File: config.mk
export PLATFORM = sky130hd
export DESIGN_NAME = multi_channel_timer_bank_core_flat
export DESIGN_NICKNAME = d
export VERILOG_FILES = /design/src/design/mctb_pkg.sv /design/src/design/mctb_req_if.sv /design/src/design/mctb_rsp_if.sv /design/src/design/mctb_store.sv /design/src/design/mctb_seq.sv /design/src/design/multi_channel_timer_bank_core.sv /design/src/flat_wrapper.sv
export SDC_FILE = /design/constraint.sdc
export NUM_CORES = 2
export LEC_CHECK = 0
export BUFFER_PORTS_ARGS = -buffer_cell sky130_fd_sc_hd__clkbuf_2
export CORE_ASPECT_RATIO = 1.75
export CORE_MARGIN = 8
export CORE_UTILIZATION = 40
export CTS_CLUSTER_SIZE = 24
export DETAILED_ROUTE_END_ITERATION = 6
export PLACE_DENSITY = 0.59
export RECOVER_POWER = 25
export SLEW_MARGIN = 5
export SYNTH_ARGS = -nofsm -noshare
export SYNTH_HDL_FRONTEND = slang
export SYNTH_SLANG_ARGS = --single-unit
File: constraint.sdc
create_clock -name clock -period 23.2 [get_ports clock]
set_clock_uncertainty 0.05 [all_clocks]
set_input_delay 1.16 -clock clock [delete_from_list [all_inputs] [get_ports clock]]
set_output_delay 1.16 -clock clock [all_outputs]
set_load 0.02 [all_outputs]
File: src/design/mctb_pkg.sv
package mctb_pkg;

   // Fixed field widths of the transaction payloads
   localparam int KIND_W  = 4;
   localparam int ID_W    = 4;
   localparam int TICKS_W = 32;
   localparam int TIU_W   = 5;
   localparam int MAX_IDS = 16;

   localparam logic [TIU_W-1:0] TIU_RESET = TIU_W'(1);

   // Default generics for the top level
   localparam int NUM_TIMERS_DEF = 16;
   localparam int COUNT_BITS_DEF = 32;

   typedef enum logic [KIND_W-1:0] {
      KIND_TICK        = 4'd0,
      KIND_START       = 4'd1,
      KIND_CREATE      = 4'd2,
      KIND_STOP        = 4'd3,
      KIND_PLAY        = 4'd4,
      KIND_RESTART     = 4'd5,
      KIND_FINISH      = 4'd6,
      KIND_RESET       = 4'd7,
      KIND_ACTIVATE    = 4'd8,
      KIND_SET_PERIOD  = 4'd9,
      KIND_SET_NOTIFY  = 4'd10,
      KIND_READ_EXP    = 4'd11
   } kind_type;

   // Result event codes
   localparam logic EV_FIRED    = 1'b0;
   localparam logic EV_READ_EXP = 1'b1;

   typedef struct packed {
      logic running;
      logic expired;
      logic periodic;
      logic notify;
   } timer_flags_type;

endpackage

File: src/design/mctb_req_if.sv
interface mctb_req_if;
   logic        valid;
   logic        ready;
   logic [3:0]  kind;
   logic [3:0]  timer_id;
   logic [31:0] ticks;
   logic        mode;
   logic        notify_enable;

   modport source (output valid, kind, timer_id, ticks, mode, notify_enable, input ready);
   modport sink   (input valid, kind, timer_id, ticks, mode, notify_enable, output ready);
endinterface

File: src/design/mctb_rsp_if.sv
interface mctb_rsp_if;
   logic       valid;
   logic       ready;
   logic       event_res;
   logic [3:0] which_timer;
   logic       was_expired;
   logic       last;

   modport source (output valid, event_res, which_timer, was_expired, last, input ready);
   modport sink   (input valid, event_res, which_timer, was_expired, last, output ready);
endinterface

File: src/design/mctb_store.sv
module mctb_store #(
   parameter int DEPTH      = 16,
   parameter int COUNT_BITS = 32,
   parameter int IDX_W      = 4
) (
   input  logic                          clock,
   input  logic                          reset,
   input  logic [IDX_W-1:0]              rd_idx,
   output logic [COUNT_BITS-1:0]         rd_count,
   output logic [COUNT_BITS-1:0]         rd_period,
   output mctb_pkg::timer_flags_type     rd_flags,
   input  logic                          wr_en,
   input  logic [IDX_W-1:0]              wr_idx,
   input  logic [COUNT_BITS-1:0]         wr_count,
   input  logic [COUNT_BITS-1:0]         wr_period,
   input  mctb_pkg::timer_flags_type     wr_flags
);
   import mctb_pkg::*;

   logic [COUNT_BITS-1:0] count_ff  [DEPTH];
   logic [COUNT_BITS-1:0] period_ff [DEPTH];
   timer_flags_type       flags_ff  [DEPTH];

   always_ff @(posedge clock) begin
      if (reset) begin
         for (int i = 0; i < DEPTH; i++) begin
            count_ff[i]  <= '0;
            period_ff[i] <= '0;
            flags_ff[i]  <= '0;
         end
      end else if (wr_en) begin
         count_ff[wr_idx]  <= wr_count;
         period_ff[wr_idx] <= wr_period;
         flags_ff[wr_idx]  <= wr_flags;
      end
   end

   assign rd_count  = count_ff[rd_idx];
   assign rd_period = period_ff[rd_idx];
   assign rd_flags  = flags_ff[rd_idx];

endmodule

File: src/design/mctb_seq.sv
module mctb_seq #(
   parameter int DEPTH      = 16,
   parameter int COUNT_BITS = 32,
   parameter int IDX_W      = 4
) (
   input  logic                          clock,
   input  logic                          reset,
   mctb_req_if.sink                      req_if,
   mctb_rsp_if.source                    rsp_if,
   input  logic [mctb_pkg::TIU_W-1:0]    timers_in_use,
   output logic [IDX_W-1:0]              rd_idx,
   input  logic [COUNT_BITS-1:0]         rd_count,
   input  logic [COUNT_BITS-1:0]         rd_period,
   input  mctb_pkg::timer_flags_type     rd_flags,
   output logic                          wr_en,
   output logic [IDX_W-1:0]              wr_idx,
   output logic [COUNT_BITS-1:0]         wr_count,
   output logic [COUNT_BITS-1:0]         wr_period,
   output mctb_pkg::timer_flags_type     wr_flags
);
   import mctb_pkg::*;

   typedef enum logic [2:0] {
      ST_IDLE = 3'b001,
      ST_CMD  = 3'b010,
      ST_TICK = 3'b100
   } state_type;

   state_type             state_ff, state_in;
   kind_type              kind_ff;
   logic [ID_W-1:0]       id_ff;
   logic [COUNT_BITS-1:0] ticks_ff;
   logic                  mode_ff;
   logic                  notify_ff;
   logic [TIU_W-1:0]      walk_ff, walk_in;     // timers left to visit
   logic                  pend_ff, pend_in;     // fired event held back for last flag
   logic [ID_W-1:0]       pend_id_ff, pend_id_in;

   logic                  rsp_valid_ff;
   logic                  rsp_event_ff;
   logic [ID_W-1:0]       rsp_timer_ff;
   logic                  rsp_expired_ff;
   logic                  rsp_last_ff;

   logic                  emit;
   logic                  emit_event;
   logic [ID_W-1:0]       emit_timer;
   logic                  emit_expired;
   logic                  emit_last;

   logic [TIU_W-1:0]      lim;
   logic [TIU_W-1:0]      visit;
   logic [IDX_W-1:0]      visit_idx;
   logic [IDX_W-1:0]      item_idx;
   logic                  id_ok;
   logic                  out_free;
   logic [COUNT_BITS-1:0] dec;
   logic                  hit;
   logic                  fire;
   logic                  accept;

   assign lim       = (timers_in_use > TIU_W'(DEPTH)) ? TIU_W'(DEPTH) : timers_in_use;
   assign visit     = walk_ff - TIU_W'(1);
   assign visit_idx = visit[IDX_W-1:0];
   assign item_idx  = id_ff[IDX_W-1:0];
   assign id_ok     = {1'b0, id_ff} < TIU_W'(DEPTH);
   assign out_free  = !rsp_valid_ff || rsp_if.ready;
   assign accept    = req_if.valid && req_if.ready;

   assign req_if.ready = (state_ff == ST_IDLE);
   assign rd_idx       = (state_ff == ST_TICK) ? visit_idx : item_idx;
   assign wr_idx       = rd_idx;

   // shared decrement and zero-detect unit
   assign dec  = rd_count - COUNT_BITS'(1);
   assign hit  = rd_flags.running && (rd_count != '0);
   assign fire = hit && (dec == '0);

   always_comb begin
      state_in     = state_ff;
      walk_in      = walk_ff;
      pend_in      = pend_ff;
      pend_id_in   = pend_id_ff;
      wr_en        = 1'b0;
      wr_count     = rd_count;
      wr_period    = rd_period;
      wr_flags     = rd_flags;
      emit         = 1'b0;
      emit_event   = EV_FIRED;
      emit_timer   = id_ff;
      emit_expired = 1'b0;
      emit_last    = 1'b1;

      case (state_ff)
         ST_IDLE: begin
            if (accept) begin
               if (kind_type'(req_if.kind) == KIND_TICK) begin
                  state_in = ST_TICK;
                  walk_in  = lim;
                  pend_in  = 1'b0;
               end else begin
                  state_in = ST_CMD;
               end
            end
         end

         ST_CMD: begin
            state_in = ST_IDLE;
            case (kind_ff)
               KIND_START, KIND_CREATE: begin
                  if ({1'b0, id_ff} < lim) begin
                     wr_en             = 1'b1;
                     wr_count          = ticks_ff;
                     wr_period         = ticks_ff;
                     wr_flags.running  = (kind_ff == KIND_START);
                     wr_flags.expired  = 1'b0;
                     wr_flags.periodic = mode_ff;
                     wr_flags.notify   = notify_ff;
                  end
               end
               KIND_STOP: begin
                  wr_en            = id_ok;
                  wr_flags.running = 1'b0;
                  wr_flags.expired = 1'b0;
               end
               KIND_PLAY: begin
                  wr_en            = id_ok;
                  wr_flags.running = 1'b1;
               end
               KIND_RESTART, KIND_ACTIVATE: begin
                  wr_en            = id_ok;
                  wr_count         = rd_period;
                  wr_flags.running = 1'b1;
                  wr_flags.expired = 1'b0;
               end
               KIND_FINISH: begin
                  if (id_ok && rd_flags.notify && !out_free) begin
                     state_in = ST_CMD;
                  end else begin
                     wr_en            = id_ok;
                     wr_count         = '0;
                     wr_flags.running = 1'b0;
                     wr_flags.expired = 1'b1;
                     emit             = id_ok && rd_flags.notify;
                  end
               end
               KIND_RESET: begin
                  wr_en            = id_ok;
                  wr_count         = rd_period;
                  wr_flags.running = 1'b0;
                  wr_flags.expired = 1'b0;
               end
               KIND_SET_PERIOD: begin
                  wr_en            = id_ok;
                  wr_count         = ticks_ff;
                  wr_period        = ticks_ff;
                  wr_flags.running = 1'b1;
                  wr_flags.expired = 1'b0;
               end
               KIND_SET_NOTIFY: begin
                  wr_en            = id_ok;
                  wr_count         = rd_period;
                  wr_flags.notify  = notify_ff;
                  wr_flags.running = 1'b1;
                  wr_flags.expired = 1'b0;
               end
               KIND_READ_EXP: begin
                  if (!out_free) begin
                     state_in = ST_CMD;
                  end else begin
                     wr_en            = id_ok;
                     wr_flags.expired = 1'b0;
                     emit             = 1'b1;
                     emit_event       = EV_READ_EXP;
                     emit_expired     = id_ok && rd_flags.expired;
                  end
               end
               default: begin
               end
            endcase
         end

         ST_TICK: begin
            if (walk_ff == '0) begin
               // walk done: flush the held event as the final one
               if (pend_ff) begin
                  if (out_free) begin
                     emit       = 1'b1;
                     emit_timer = pend_id_ff;
                     pend_in    = 1'b0;
                     state_in   = ST_IDLE;
                  end
               end else begin
                  state_in = ST_IDLE;
               end
            end else if (!(fire && rd_flags.notify && pend_ff && !out_free)) begin
               walk_in = visit;
               if (hit) begin
                  wr_en    = 1'b1;
                  wr_count = dec;
                  if (fire) begin
                     if (rd_flags.periodic) begin
                        wr_count = rd_period;
                     end else begin
                        wr_flags.running = 1'b0;
                        wr_flags.expired = 1'b1;
                     end
                     if (rd_flags.notify) begin
                        emit       = pend_ff;
                        emit_timer = pend_id_ff;
                        emit_last  = 1'b0;
                        pend_in    = 1'b1;
                        pend_id_in = ID_W'(visit_idx);
                     end
                  end
               end
            end
         end

         default: begin
            state_in = ST_IDLE;
         end
      endcase
   end

   always_ff @(posedge clock) begin
      if (reset) begin
         state_ff     <= ST_IDLE;
         walk_ff      <= '0;
         pend_ff      <= 1'b0;
         rsp_valid_ff <= 1'b0;
      end else begin
         state_ff <= state_in;
         walk_ff  <= walk_in;
         pend_ff  <= pend_in;
         if (emit) begin
            rsp_valid_ff <= 1'b1;
         end else if (rsp_if.ready) begin
            rsp_valid_ff <= 1'b0;
         end
      end
   end

   always_ff @(posedge clock) begin
      pend_id_ff <= pend_id_in;
      if (accept) begin
         kind_ff   <= kind_type'(req_if.kind);
         id_ff     <= req_if.timer_id;
         ticks_ff  <= COUNT_BITS'(req_if.ticks);
         mode_ff   <= req_if.mode;
         notify_ff <= req_if.notify_enable;
      end
      if (emit) begin
         rsp_event_ff   <= emit_event;
         rsp_timer_ff   <= emit_timer;
         rsp_expired_ff <= emit_expired;
         rsp_last_ff    <= emit_last;
      end
   end

   assign rsp_if.valid       = rsp_valid_ff;
   assign rsp_if.event_res   = rsp_event_ff;
   assign rsp_if.which_timer = rsp_timer_ff;
   assign rsp_if.was_expired = rsp_expired_ff;
   assign rsp_if.last        = rsp_last_ff;

endmodule

File: src/design/multi_channel_timer_bank_core.sv
// Bank of down-counting software-style timers (one-shot or periodic) driven by
// a stream of transactions on req_if: a tick, or a command aimed at one timer.
// Results (fired events and read-expired answers) leave on rsp_if, with last
// set on the final result of each transaction. The block takes one request
// at a time. A command is accepted, then does one read-modify-write of the
// timer store. A tick walks the in-use timers (the in-use count capped at the
// bank size): the sequencer visits one timer per cycle, highest id first,
// through a single shared decrement/zero-detect unit and the single
// read/write port of the timer store, and stalls whenever a result must leave
// while the output register is still held by rsp_if.ready low.
// The in-use count is taken from csr_wr_data when csr_wr_en is high; write it
// only while the block is idle. Reset is synchronous and clears every timer.
module multi_channel_timer_bank_core #(
   parameter int NUM_TIMERS = mctb_pkg::NUM_TIMERS_DEF,
   parameter int COUNT_BITS = mctb_pkg::COUNT_BITS_DEF
) (
   input  logic                          clock,
   input  logic                          reset,
   mctb_req_if.sink                      req_if,
   mctb_rsp_if.source                    rsp_if,
   input  logic                          csr_wr_en,
   input  logic [mctb_pkg::TIU_W-1:0]    csr_wr_data
);
   import mctb_pkg::*;

   // Ids are 4 bits wide, so no more than 16 timers are ever reachable
   localparam int DEPTH = (NUM_TIMERS < MAX_IDS) ? NUM_TIMERS : MAX_IDS;
   localparam int IDX_W = (DEPTH > 1) ? $clog2(DEPTH) : 1;

   logic [TIU_W-1:0]       timers_in_use_ff;

   logic [IDX_W-1:0]       rd_idx;
   logic [COUNT_BITS-1:0]  rd_count;
   logic [COUNT_BITS-1:0]  rd_period;
   timer_flags_type        rd_flags;
   logic                   wr_en;
   logic [IDX_W-1:0]       wr_idx;
   logic [COUNT_BITS-1:0]  wr_count;
   logic [COUNT_BITS-1:0]  wr_period;
   timer_flags_type        wr_flags;

   // configuration: number of allocated timers
   always_ff @(posedge clock) begin
      if (reset) begin
         timers_in_use_ff <= TIU_RESET;
      end else if (csr_wr_en) begin
         timers_in_use_ff <= csr_wr_data;
      end
   end

   // per-timer count, period and flag store
   mctb_store #(
      .DEPTH      (DEPTH),
      .COUNT_BITS (COUNT_BITS),
      .IDX_W      (IDX_W)
   ) u_store (
      .clock     (clock),
      .reset     (reset),
      .rd_idx    (rd_idx),
      .rd_count  (rd_count),
      .rd_period (rd_period),
      .rd_flags  (rd_flags),
      .wr_en     (wr_en),
      .wr_idx    (wr_idx),
      .wr_count  (wr_count),
      .wr_period (wr_period),
      .wr_flags  (wr_flags)
   );

   // sequencer: command decode, tick walk and result register
   mctb_seq #(
      .DEPTH      (DEPTH),
      .COUNT_BITS (COUNT_BITS),
      .IDX_W      (IDX_W)
   ) u_seq (
      .clock         (clock),
      .reset         (reset),
      .req_if        (req_if),
      .rsp_if        (rsp_if),
      .timers_in_use (timers_in_use_ff),
      .rd_idx        (rd_idx),
      .rd_count      (rd_count),
      .rd_period     (rd_period),
      .rd_flags      (rd_flags),
      .wr_en         (wr_en),
      .wr_idx        (wr_idx),
      .wr_count      (wr_count),
      .wr_period     (wr_period),
      .wr_flags      (wr_flags)
   );

endmodule
File: src/flat_wrapper.sv
// flat-port wrapper written by rule: the top's interface ports become plain ports
module multi_channel_timer_bank_core_flat import mctb_pkg::*;
#(
   parameter int NUM_TIMERS = mctb_pkg::NUM_TIMERS_DEF,
   parameter int COUNT_BITS = mctb_pkg::COUNT_BITS_DEF
)
  (clock, reset, csr_wr_en, csr_wr_data, req_if_valid, req_if_kind, req_if_timer_id, req_if_ticks, req_if_mode, req_if_notify_enable, req_if_ready, rsp_if_valid, rsp_if_event_res, rsp_if_which_timer, rsp_if_was_expired, rsp_if_last, rsp_if_ready);
  mctb_req_if req_if_i ();
  mctb_rsp_if rsp_if_i ();
  input  logic clock;
  input  logic reset;
  input  logic csr_wr_en;
  input  logic [mctb_pkg::TIU_W-1:0] csr_wr_data;
  input wire logic [$bits(req_if_i.valid)-1:0] req_if_valid;
  input wire logic [$bits(req_if_i.kind)-1:0] req_if_kind;
  input wire logic [$bits(req_if_i.timer_id)-1:0] req_if_timer_id;
  input wire logic [$bits(req_if_i.ticks)-1:0] req_if_ticks;
  input wire logic [$bits(req_if_i.mode)-1:0] req_if_mode;
  input wire logic [$bits(req_if_i.notify_enable)-1:0] req_if_notify_enable;
  output wire logic [$bits(req_if_i.ready)-1:0] req_if_ready;
  output wire logic [$bits(rsp_if_i.valid)-1:0] rsp_if_valid;
  output wire logic [$bits(rsp_if_i.event_res)-1:0] rsp_if_event_res;
  output wire logic [$bits(rsp_if_i.which_timer)-1:0] rsp_if_which_timer;
  output wire logic [$bits(rsp_if_i.was_expired)-1:0] rsp_if_was_expired;
  output wire logic [$bits(rsp_if_i.last)-1:0] rsp_if_last;
  input wire logic [$bits(rsp_if_i.ready)-1:0] rsp_if_ready;
  assign req_if_i.valid = req_if_valid;
  assign req_if_i.kind = req_if_kind;
  assign req_if_i.timer_id = req_if_timer_id;
  assign req_if_i.ticks = req_if_ticks;
  assign req_if_i.mode = req_if_mode;
  assign req_if_i.notify_enable = req_if_notify_enable;
  assign req_if_ready = req_if_i.ready;
  assign rsp_if_valid = rsp_if_i.valid;
  assign rsp_if_event_res = rsp_if_i.event_res;
  assign rsp_if_which_timer = rsp_if_i.which_timer;
  assign rsp_if_was_expired = rsp_if_i.was_expired;
  assign rsp_if_last = rsp_if_i.last;
  assign rsp_if_i.ready = rsp_if_ready;
  multi_channel_timer_bank_core #(.NUM_TIMERS(NUM_TIMERS), .COUNT_BITS(COUNT_BITS)) u_core (.clock(clock), .reset(reset), .req_if(req_if_i), .rsp_if(rsp_if_i), .csr_wr_en(csr_wr_en), .csr_wr_data(csr_wr_data));
endmodule
# After elaboration in Yosys (flattened, before gate mapping)
# Memories as Yosys holds them, arrays and structs flattened.
# Cells that the tools add are included.
[word_totals]
regBits = 68
mem_bits_rw = 1088
in_bits = 52
out_inout_bits = 9
elab_cells = 177
mem_count = 3
[classes]
add_sub_neg = 2
order_cmp = 2
n_eq_ne = 24
n_mux = 94
bitwise = 5
n_reduce_logical = 32
[mem_list]
columns = ["memory", "words", "word_bits", "rd", "rd_clocked_by_memory_dff", "write_ports", "line_no", "text"]
rows = [
  ["u_core.u_store.count_ff", 16, 32, 1, 0, 16, "mctb_store.sv:20", "logic [COUNT_BITS-1:0] count_ff [DEPTH];"],
  ["u_core.u_store.period_ff", 16, 32, 1, 0, 16, "mctb_store.sv:21", "logic [COUNT_BITS-1:0] period_ff [DEPTH];"],
  ["u_core.u_store.flags_ff", 16, 4, 1, 0, 16, "mctb_store.sv:22", "timer_flags_type flags_ff [DEPTH];"],
]
[op_table]
columns = ["cell", "n"]
rows = [
  ["32-bit two-way mux", 11],
  ["32-bit case mux with 2 select lines", 2],
  ["32-bit case mux with 4 select lines", 1],
  ["32-bit OR reduction", 2],
  ["4-bit two-way mux", 14],
  ["1-bit two-way mux", 35],
  ["32-bit logical NOT", 1],
  ["32-bit nonzero test", 1],
  ["32-bit by 1-bit subtractor with 32-bit output (second input constant)", 1],
  ["5-bit two-way mux", 5],
  ["2-bit two-way mux", 9],
  ["4-bit by 3-bit == test with 1-bit output (second input constant)", 4],
  ["4-bit == test (second input constant)", 4],
  ["3-bit two-way mux", 5],
  ["1-bit case mux with 4 select lines", 3],
  ["1-bit case mux with 2 select lines", 5],
  ["5-bit case mux with 2 select lines", 1],
  ["5-bit OR reduction", 2],
  ["3-bit by 2-bit != test with 1-bit output (second input constant)", 3],
  ["3-bit case mux with 3 select lines", 1],
  ["4-bit by 2-bit == test with 1-bit output (second input constant)", 2],
  ["2-bit case mux with 2 select lines", 2],
  ["4-bit OR reduction", 2],
  ["1-bit logical AND", 7],
  ["other kinds (24)", 36],
]

# Longest topological paths before layout
# An unclocked memory read counts as a cell.
[logic_depth]
word_depth = 17
depth_mapped = 32
depth_no_buf = 19

# Modules after synthesis
# Synthesis repeated with hierarchy kept, for this count alone.
[hier_totals]
hier_cells = 3625
area_unflattened_um2 = 54060.6
[modules_own_cells]
columns = ["module", "instances", "cells_per_inst", "area_each_um2", "seq_area_each_um2"]
rows = [
  ["mctb_store", 1, 2968, 48280.1, 32671.3],
  ["mctb_seq", 1, 641, 5596.6, 1791.7],
  ["multi_channel_timer_bank_core", 1, 16, 183.9, 100.1],
]

# Least setup slack after synthesis
# No wires, ideal clock.
[synth_timing]
kind = "reg2reg"
startpoint = "register u_core.u_seq.walk_ff[0]"
endpoint = "memory u_core.u_store.count_ff[13][0], enable pin"
arrival_time_ps = 7983
required_time_ps = 22430
slack_ps = 14447
stages_incl_launch_ff = 32
cell_sequence = "dfxtp_1 -> buf_6 -> buf_6 -> buf_6 -> buf_6 -> buf_6 -> buf_1 -> inv_1 -> ha_1 -> buf_2 -> buf_2 -> buf_2 -> mux4_2 -> a221oi_1 -> a211oi_1 -> or2_2 -> inv_1 -> ha_1 -> inv_1 -> nor3b_4 -> nand2_1 -> o31ai_1 -> nand3_1 -> a2111o_1 -> or4b_1 -> buf_2 -> a31o_1 -> clkbuf_1 -> nand2_1 -> buf_4 -> buf_2 -> nand2_1"
[synth_rtl]
columns = ["item", "line_no", "text"]
rows = [
  ["start: declaration", "mctb_seq.sv:35", "logic [TIU_W-1:0] walk_ff, walk_in;"],
  ["start signal: assignment", "mctb_seq.sv:234", "walk_ff <= walk_in;"],
  ["end: declaration", "mctb_store.sv:20", ""],
]

==> results.py <==
metrics = {
    "outcome": {
        "status": "finished, violations left",
        "violations": "DRC, capacitance limit, slew limit",
    },
    "cts": {
        "cts_tree": "done",
        "clockBufferDepth": 3,
        "cts_setup_buffers": 0,
        "htreeDepth": 3,
        "cts_inserted_buffers": 103,
        "hold_buffers": 0,
        "root_buffer": "clkbuf_16",
        "worst_setup_hold_path_clk_slew_ns": 0.07,
        "cts_resized": 0,
        "cts.sinks": 1156,
        "clock_latency_ns": 0.76,
    },
    "run": {
        "drv_cap": 21,
    },
    "logic_synthesis": {
        "synth_async_sr_flop_share_pct": 0,
        "seq_area_frac_synth_pct": 59.50,
        "yosys_register_bits": 1156,
        "ys_types": 100,
        "synth_area_um2": 58090,
        "syn_avg_cell_area_um2": 11.33,
        "ys.flop_type": "edfxtp_1",
        "synth_edf_count": 1141,
        "syn_inst": 5129,
        "yosysWarnings": 0,
        "syn_nets": 5189,
    },
    "pwr": {
        "powerDensity_nw_per_um2": 80.57,
        "vdd_ir_drop_max_mv": 0.08380,
        "p_leak_nw": 21.81,
    },
    "floorplan": {
        "die_h_um": 520.1,
        "die_area_um2": 158200,
        "rows": 185,
        "io-pin-count": 61,
        "start_util_pct": 40.16,
        "core_um2": 144700,
        "die_x_um": 304.1,
    },
    "layout": {
        "area_growth_pct": 9.223,
        "nNetsFinal": 5031,
        "fill_cells": 13343,
        "fin_area_um2": 63450,
        "final_util_pct": 43.86,
        "drive_above_1_share_pct": 13.67,
    },
    "min_path": {
        "hold_class": "reg2reg",
        "worst_hold_startpoint": "u_core.u_seq.pend_ff",
    },
    "drt": {
        "firstDrtPassIters": 7,
        "ant_nets": 0,
        "drt_iter0_drc": 4811,
        "wl_um": 218200,
        "wl_per_cell_um": 31.50,
        "drc": 3,
        "viasPerCell": 6.310,
        "num_vias": 43713,
    },
    "sta": {
        "worst_slack_ns": 7.039,
        "min_period_ns": 16.16,
        "slew_headroom_pct": -122.7,
        "setup_violations": 0,
        "finalHoldViolCount": 0,
        "worst_pin_slew_ns": 3.340,
        "finalSetupTns_ns": 0,
        "rsz0062_at_grt": "no",
        "max_freq_mhz": 61.88,
        "fin_crit_sh_pct": 69.66,
        "maxSlewViolCount": 533,
    },
    "grt": {
        "grt_max_degree": 136,
        "grt-ovfl-total": 0,
        "grt_pass1_wl_um": 309200,
        "grt_usage_pct": 26.63,
        "antenna_found_initial": 3,
        "first_global_vias": 43632,
    },
    "worst_setup_path": {
        "crit_arrival_ns": 16.51,
        "cp_slowest_stage_delay_ns": 2.04,
        "crit_path_end_kind": "flop",
        "crit_chain": "clkbuf_1 -> or4_1 -> nand3_1 -> nand2_1 -> a211oi_1 -> or2_2 -> inv_1 -> ha_1 -> inv_1 -> nor3b_1 -> nand2_1 -> nor4_1 -> o2111ai_1 -> a2111o_1 -> nor4b_1 -> clkbuf_1 -> o41ai_1 -> clkbuf_1 -> nand2_1 -> nand2_1 -> buf_4",
        "crit_path_top_delay_cell": "clkbuf_1",
        "cpMostUsedCell": "nand2_1",
        "critPathMaxFanout": 36,
        "criticalPathCategory": "reg2reg",
        "cp-start-kind": "flop",
        "path_delay_family": "simple AND/OR/NAND/NOR gates",
        "critPathBufInv": 6,
        "crit_required_ns": 23.55,
        "crit_start": "u_core.u_seq.walk_ff[0]",
        "r2r-start": "u_core.u_seq.walk_ff[0]",
    },
    "placed_design": {
        "hpwl_um": 136700,
        "placed_area_um2": 60260,
        "portBuffers": 60,
        "pre_cts_ws_ns": 13.11,
        "gp_congestion": 0.9947,
    },
}
cells in the mapped netlist, drive strengths merged (5+ instances only):
cell / instances / share of area (%)
edfxtp: 1141 / 59
nor2: 1028 / 6.7
nand2: 758 / 4.9
nand3: 394 / 3.4
clkbuf: 279 / 1.8
a21oi: 253 / 2.4
mux4: 216 / 8.4
buf: 192 / 1.9
o21ai: 153 / 1.4
mux2i: 106 / 1.8
nor3: 67 / 0.64
nor4: 59 / 0.70
a211oi: 46 / 0.64
o211ai: 39 / 0.50
o22ai: 37 / 0.42
inv: 31 / 0.20
a31oi: 25 / 0.30
a221oi: 23 / 0.35
mux2: 16 / 0.31
dfxtp: 15 / 0.52
a21o: 14 / 0.18
and3: 14 / 0.15
and4b: 14 / 0.26
nand2b: 12 / 0.13
or2: 12 / 0.13
a211o: 10 / 0.15
nand4: 10 / 0.14
o21a: 10 / 0.13
and2: 9 / 0.097
o221ai: 9 / 0.14
ha: 8 / 0.17
o221a: 8 / 0.16
o31ai: 8 / 0.10
a41oi: 7 / 0.12
o31a: 7 / 0.11
or4: 7 / 0.090
nor4b: 6 / 0.14
a311oi: 5 / 0.075
nand4b: 5 / 0.086
nor2b: 5 / 0.054
or3: 5 / 0.054
or3b: 5 / 0.075
final timing paths:
path / end / slack [ns] / depth (start not counted)
worst min register to register: u_core.u_seq.pend_ff / 0.47 / 2
worst min-delay path: u_core.u_seq.pend_ff / 0.47 / 2
worst max-delay path: u_core.u_store.period_ff[4][21] / 7.04 / 21
worst max register to register: u_core.u_store.period_ff[4][21] / 7.04 / 21
routing by layer:
layer / wire [um] / global-route usage, % / share of wire (%) / up-vias
li1: - / - / - / 18408
met1: 73610 / 29.12 / 34 / 22048
met2: 109300 / 46.87 / 50 / 2517
met3: 15840 / 3.615 / 7.3 / 738
met4: 19440 / 20.12 / 8.9 / 2
met5: 14 / 0 / 0.0064 / -
cell usage in the layout (no fill, tap or decap), drive strengths merged, types with 11 or more instances in the layout:
| cell type | n |
|---|---|
| a21oi | 253 |
| buf | 125 |
| clkbuf | 197 |
| inv | 35 |
| and4b | 14 |
| a221oi | 23 |
| edfxtp | 1141 |
| clkinvlp | 11 |
| nand2 | 758 |
| a211oi | 46 |
| mux4 | 216 |
| nand2b | 12 |
| mux2 | 16 |
| or2 | 12 |
| nor2 | 1028 |
| and3 | 14 |
| dfxtp | 15 |
| bufinv | 14 |
| o22ai | 37 |
| nor3 | 67 |
| a31oi | 25 |
| clkinv | 48 |
| nand3 | 394 |
| o211ai | 39 |
| nor4 | 59 |
| mux2i | 106 |
| o21ai | 153 |
| a21o | 14 |
stage by stage:
stage	std cells	power (mW)	hold slack, ns
6_report	6928	5.112	0.4689
5_1_grt	6926	5.237	0.5080
4_1_cts	6925	5.116	0.4676
3_5_place_dp	6736	3.339	0.4529
3_3_place_gp	6736	3.333	0.4416
2_1_floorplan	5129	2.979	0.4077
flip-flops by register name, summed over array words and instances (netlist names), 3 cells and up:
register	count
u_core.timers_in_use_ff	5
u_core.u_store.period_ff	512
u_core.u_seq.kind_ff	4
u_core.u_seq.id_ff	4
u_core.u_seq.rsp_if.which_timer	4
u_core.u_seq.state_ff	3
u_core.u_seq.walk_ff	5
u_core.u_store.flags_ff	64
u_core.u_store.count_ff	512
u_core.u_seq.pend_id_ff	4
u_core.u_seq.ticks_ff	32
worst reg2reg max path: stages, from the launching register on:
cell	delay [ns]
dfxtp_1	1.25
clkbuf_1	2.04
or4_1	0.46
nand3_1	0.54
nand2_1	1.26
a211oi_1	0.55
or2_2	0.48
inv_1	0.14
ha_1	0.18
inv_1	0.08
nor3b_1	1.17
nand2_1	0.78
nor4_1	0.46
o2111ai_1	0.20
a2111o_1	0.42
nor4b_1	0.36
clkbuf_1	1.16
o41ai_1	0.16
clkbuf_1	0.23
nand2_1	1.11
nand2_1	1.77
buf_4	0.90
report_power, final:
group          internal, mW  switching, mW  total, mW
Combinational         0.239          0.647      0.886
Sequential             2.37         0.0501       2.42
Clock                 0.984          0.824       1.81
kinds of logic after synthesis:
logic type / synth area share [%]
AO/OA/AOI/OAI: 7.956
XOR/XNOR: 0.09046
adder cells (fa/ha/maj): 0.1723
buffers and inverters: 3.937
flip-flops: 59.50
multiplexers: 10.52
AND/OR/NAND/NOR: 17.82
final cells by class:
cell class                      count  area [um^2]  share of cell area, %
Antenna cell                        3        7.507                0.01183
Clock buffer                      114         2640                  4.161
Clock inverter                     75        850.8                  1.341
Inverter                           33        123.9                 0.1952
Multi-Input combinational cell   3469        21570                  34.00
Sequential cell                  1156        34560                  54.47
Tap cell                         1870         2340                  3.687
Timing Repair Buffer              208         1355                  2.136
No activity file was read; power rests on OpenSTA's default activity.
